--- src/design/wld_pkg.sv ---
// Package: shared widths, the pixel record and the front-to-back command record.
package wld_pkg;
  localparam int MaxPixels = 64;
  localparam int IdxW = 6;
  localparam int CntW = 7;
  localparam int FieldW = 24;

  typedef struct packed {
    logic [FieldW-1:0] lam;
    logic signed [FieldW-1:0] dlt;
    logic [FieldW-1:0] wgt;
    logic signed [FieldW-1:0] cor;
  } pix_t;

  // Command from the loader to the solver: one per completed run.
  typedef struct packed {
    logic [CntW-1:0] count;
    logic [29:0] sw;
    logic [53:0] swl;
    logic signed [53:0] swd;
  } run_cmd_t;
endpackage

--- src/design/wld_stream_if.sv ---
// Interfaces: input pixel channel and result channel.
interface wld_in_if;
  logic valid;
  logic ready;
  logic [23:0] log_wavelength;
  logic signed [23:0] delta_value;
  logic [23:0] pixel_weight;
  logic signed [23:0] correction;
  logic last_in;
  modport source(output valid, log_wavelength, delta_value, pixel_weight, correction,
    last_in, input ready);
  modport sink(input valid, log_wavelength, delta_value, pixel_weight, correction,
    last_in, output ready);
endinterface


--- src/design/wld_loader.sv ---
// Front end: takes pixels, writes the store, accumulates weighted sums, queues runs.
module wld_loader
  import wld_pkg::*;
(
  input  logic        clk,
  input  logic        rst,
  wld_in_if.sink      px,
  output logic        wr_en,
  output logic [IdxW-1:0] wr_addr,
  output pix_t        wr_data,
  input  logic        store_free,
  output logic        cmd_valid,
  output run_cmd_t    cmd
);
  logic [CntW-1:0] count;
  logic [29:0] sw;
  logic [53:0] swl;
  logic signed [53:0] swd;
  logic room;
  logic acc;

  // Pixels may load only while the back end does not own the store.
  assign px.ready = store_free && !cmd_valid;
  assign acc = px.valid && px.ready;
  assign room = count < CntW'(MaxPixels);
  assign wr_en = acc && room;
  assign wr_addr = count[IdxW-1:0];
  assign wr_data = '{lam: px.log_wavelength, dlt: px.delta_value,
    wgt: px.pixel_weight, cor: px.correction};

  always_ff @(posedge clk) begin
    if (rst) begin
      count <= '0;
      sw <= '0;
      swl <= '0;
      swd <= '0;
      cmd_valid <= 1'b0;
    end else begin
      cmd_valid <= 1'b0;
      if (acc) begin
        if (px.last_in) begin
          cmd_valid <= 1'b1;
          cmd.count <= count + CntW'(room);
          cmd.sw <= sw + (room ? 30'(px.pixel_weight) : 30'd0);
          cmd.swl <= swl + (room ? 54'(px.pixel_weight) * 54'(px.log_wavelength) : 54'd0);
          cmd.swd <= swd + (room ? 54'($signed({1'b0, px.pixel_weight})) * 54'(px.delta_value)
            : 54'sd0);
          count <= '0;
          sw <= '0;
          swl <= '0;
          swd <= '0;
        end else if (room) begin
          count <= count + CntW'(1);
          sw <= sw + 30'(px.pixel_weight);
          swl <= swl + 54'(px.pixel_weight) * 54'(px.log_wavelength);
          swd <= swd + 54'($signed({1'b0, px.pixel_weight})) * 54'(px.delta_value);
        end
      end
    end
  end
endmodule

--- src/flat_wrapper.sv ---
// flat-port wrapper written by rule: the top's interface ports become plain ports
module wld_loader_flat import wld_pkg::*;
  (clk, rst, wr_en, wr_addr, wr_data, store_free, cmd_valid, cmd, px_valid, px_log_wavelength, px_delta_value, px_pixel_weight, px_correction, px_last_in, px_ready);
  wld_in_if px_i ();
  input  logic clk;
  input  logic rst;
  output logic wr_en;
  output logic [IdxW-1:0] wr_addr;
  output pix_t wr_data;
  input  logic store_free;
  output logic cmd_valid;
  output run_cmd_t cmd;
  input wire logic [$bits(px_i.valid)-1:0] px_valid;
  input wire logic [$bits(px_i.log_wavelength)-1:0] px_log_wavelength;
  input wire logic [$bits(px_i.delta_value)-1:0] px_delta_value;
  input wire logic [$bits(px_i.pixel_weight)-1:0] px_pixel_weight;
  input wire logic [$bits(px_i.correction)-1:0] px_correction;
  input wire logic [$bits(px_i.last_in)-1:0] px_last_in;
  output wire logic [$bits(px_i.ready)-1:0] px_ready;
  assign px_i.valid = px_valid;
  assign px_i.log_wavelength = px_log_wavelength;
  assign px_i.delta_value = px_delta_value;
  assign px_i.pixel_weight = px_pixel_weight;
  assign px_i.correction = px_correction;
  assign px_i.last_in = px_last_in;
  assign px_ready = px_i.ready;
  wld_loader u_core (.clk(clk), .rst(rst), .px(px_i), .wr_en(wr_en), .wr_addr(wr_addr), .wr_data(wr_data), .store_free(store_free), .cmd_valid(cmd_valid), .cmd(cmd));
endmodule
--- config.mk ---
export PLATFORM = sky130hd
export DESIGN_NAME = wld_loader_flat
export DESIGN_NICKNAME = d
export VERILOG_FILES = /design/src/design/wld_pkg.sv /design/src/design/wld_stream_if.sv /design/src/design/wld_loader.sv /design/src/flat_wrapper.sv
export SDC_FILE = /design/constraint.sdc
export NUM_CORES = 2
export LEC_CHECK = 0
export BUFFER_PORTS_ARGS = -buffer_cell sky130_fd_sc_hd__clkbuf_2
export CAP_MARGIN = 5
export CORE_MARGIN = 5
export CORE_UTILIZATION = 59
export DETAILED_ROUTE_END_ITERATION = 10
export PLACE_DENSITY = 0.91
export SYNTH_ARGS = -nofsm -noshare
export SYNTH_HDL_FRONTEND = slang
export SYNTH_SLANG_ARGS = --single-unit
--- constraint.sdc ---
create_clock -name clk -period 10.2 [get_ports clk]
set_clock_uncertainty 0.1 [all_clocks]
set_input_delay 1.02 -clock clk [delete_from_list [all_inputs] [get_ports clk]]
set_output_delay 1.02 -clock clk [all_outputs]
set_load 0.02 [all_outputs]
==> reports/results.ini <==
[critical_path]
slowest_delay_ns=0.55
cp_slowest_cell=fa_1
cp_num_buf_inv=9
ff2ff_setup_slack_ns=4.93
critPathLaunchType=input port
r2r-start=u_core.count[6]$_SDFFE_PP0P_
r2r_cells=15
arrival_ns=10.18
critPathRequiredTime_ns=10.47
worstSetupPathType=in -> reg
endpoint_kind=flip-flop
critPathTopFamily=adder cells
cp_max_fo=14
path_common_cell=fa_1
r2r-end=u_core.cmd[41]$_DFFE_PP_

[grt]
grt_pass1_vias=56700
gr-total-overflow=0
grt_usage_pct=33.3
grt_pass1_wl_um=298000
grt_max_degree=89
antenna_found_initial=14

[routing]
firstDrtPassIters=6
vias=53000
ant_nets=0
drcViolationCount=0
drt-total-wl_um=188000
routedWlPerCell_um=21.4
first_iter_violations=4524
viasPerCell=6.02

[synth]
ys_ff_latch=291
ys_types=102
syn-num-nets=8806
syn_area_per_cell_sq_um=8.76
synthCells=7099
synth-edff-count=145
async_flop_share_pct=0
synth_warnings=0
synth_ff_type=dfxtp_1
syn_area_sq_um=62200
seq_area_frac_synth_pct=11.7

[clock_tree]
cts.sinks=291
root_buffer=clkbuf_16
clk_pin_slew_ns=0.07
cts_tree=built
ctsHoldBuffers=0
cts-htree-levels=1
cts_inserted_buffers=31
clk_path_buf_depth=3
clock_latency_ns=0.62

[die]
dieHeight_um=335
rows=119
start_util_pct=59.2
num_io_pins=351
die_width_um=335
design.core.area_sq_um=105000
dieArea_sq_um=112000

[sta]
rsz0062_at_grt=false
fin_ws_ns=0.293
worst_pin_slew_ns=1.20
relSlewSlack_pct=18.9
finalCriticalPeriod_ns=9.91
max_freq_mhz=101
finalCritPeriodShare_pct=97.1
drv_slew=0
finalHoldViolCount=0
setup-violations-final=0

[min_path]
hold_end=u_core.sw[11]$_SDFFE_PP0P_
hp-class=reg -> reg
whs_path_depth=2
worstHoldStart=u_core.sw[11]$_SDFFE_PP0P_

[finish]
nets=9076
fillers=7975
syn2layout_area_growth_pct=8.79
drive_above_1_share_pct=10.5

[placement]
dpl_worst_slack_ns=-0.200
port-buffer-count=302
globalplace.congestion=0.971
dpl.hpwl_um=154000

[run]
cap_violations=0

[status]
status=finished clean

## how the worst max path moves through the flow
stage | start | endpoint | slack, ns | depth (start not counted)
6_report | px_pixel_weight[8] | u_core.cmd[39]$_DFFE_PP_ | 0.29 | 37
3_5_place_dp | px_pixel_weight[8] | u_core.cmd[52]$_DFFE_PP_ | -0.20 | 37
3_3_place_gp | px_pixel_weight[8] | u_core.cmd[39]$_DFFE_PP_ | -0.03 | 37
2_1_floorplan | px_pixel_weight[13] | u_core.cmd[104]$_DFFE_PP_ | 0.37 | 42
5_1_grt | px_pixel_weight[8] | u_core.cmd[52]$_DFFE_PP_ | 0.02 | 37
4_1_cts | px_pixel_weight[8] | u_core.cmd[52]$_DFFE_PP_ | 0.42 | 37
## layout by cell type, fill, tap and decap left out, types with 207 or more instances in the layout
master / n
a21o_1: 234
a21oi_1: 312
and2_1: 661
buf_4: 314
clkbuf_2: 301
fa_1: 970
ha_1: 636
inv_1: 1186
nand2_1: 826
nor2_1: 233
o21ai_0: 207
xnor2_1: 208
## registers in the layout, indices dropped and copies added, names as in the netlist
| name | flops |
|---|---|
| u_core.cmd | 145 |
| u_core.swd | 54 |
| u_core.swl | 54 |
| u_core.sw | 30 |
| u_core.count | 7 |
| u_core.cmd_valid | 1 |
## repair_timing
item                                    4_1_cts  5_1_grt
endpoints found under the setup margin        0       12
resized for setup                             0        8
setup buffers                                 0        0
## worst reg2reg max path, cell delays in order, from the launching register on
cell      delay, ns
dfxtp_2        0.57
buf_4          0.54
inv_2          0.07
buf_4          0.33
and2_1         0.39
ha_1           0.37
and4_1         0.24
nand3_1        0.07
or3_1          0.41
a211oi_2       0.33
o311ai_2       0.22
a31oi_4        0.35
nand3_1        0.16
o21ai_0        0.40
a21oi_1        0.16
xnor2_1        0.32
## synthesized netlist by cell type, types with 19 or more instances
master / instances / area [sq um]
o211ai_1: 21 / 158
nand2b_1: 55 / 344
nand4_1: 33 / 206
and2_1: 661 / 4140
o21bai_1: 51 / 383
nand2_1: 826 / 3100
clkbuf_1: 296 / 1110
a21o_1: 234 / 1760
buf_4: 102 / 766
nor2b_1: 80 / 500
nor3_1: 40 / 200
o21a_1: 32 / 240
a22oi_1: 59 / 443
nor2_1: 236 / 886
nand3_1: 65 / 325
o21ai_0: 208 / 1040
fa_1: 970 / 19400
a31oi_1: 46 / 288
and3_1: 49 / 307
dfxtp_1: 146 / 2920
xnor2_1: 208 / 1820
a21oi_1: 313 / 1570
ha_1: 636 / 7960
xor2_1: 121 / 1060
o31ai_1: 19 / 143
edfxtp_1: 145 / 4350
inv_1: 1187 / 4460
## stage by stage
step | util, % | hold slack [ns] | setup TNS, ns | cells | area, sq um
5_1_grt | 64.4 | 0.417 | 0 | 8792 | 67600
6_report | 64.4 | 0.383 | 0 | 8796 | 67600
3_3_place_gp | 63.4 | 0.368 | -0.0251 | 8727 | 66600
2_1_floorplan | - | 0.347 | 0 | 7099 | 62200
3_5_place_dp | 63.4 | 0.374 | -1.60 | 8727 | 66600
4_1_cts | 64.4 | 0.385 | 0 | 8785 | 67600
## final cells by class
class                           instances  area [sq um]  share of cell area [%]
Inverter                             1187          4460                    6.59
Tap cell                             1391          1740                    2.57
Sequential cell                       291          7280                    10.8
Multi-Input combinational cell       5207         48600                    71.8
Clock inverter                         18           166                   0.246
Timing Repair Buffer                  651          4570                    6.76
Clock buffer                           40           852                    1.26
Antenna cell                           11          27.5                  0.0407
## logic make-up after synthesis
family	Yosys count	synth area share (%)
and+or+nand+nor	2104	16.8
adders and majority gates	1606	44.0
buffers and inverters	1601	10.3
AOI/OAI and AO/OA	1164	12.4
xor gates and xnor gates	330	4.66
DFF	291	11.7
muxes	3	0.0523
## per-layer routing
layer / track usage, % / part of all wire, % / vias to the layer above
li1: - / - / 23100
met1: 38.6 / 35 / 25800
met2: 57.1 / 48 / 3108
met3: 6.95 / 9.5 / 985
met4: 20.0 / 7.7 / 2
met5: 0 / 0.0069 / -
Power is left out: the tool's default activity adds up to more than one toggle a clock period on the data nets, which glitch-free logic cannot reach.
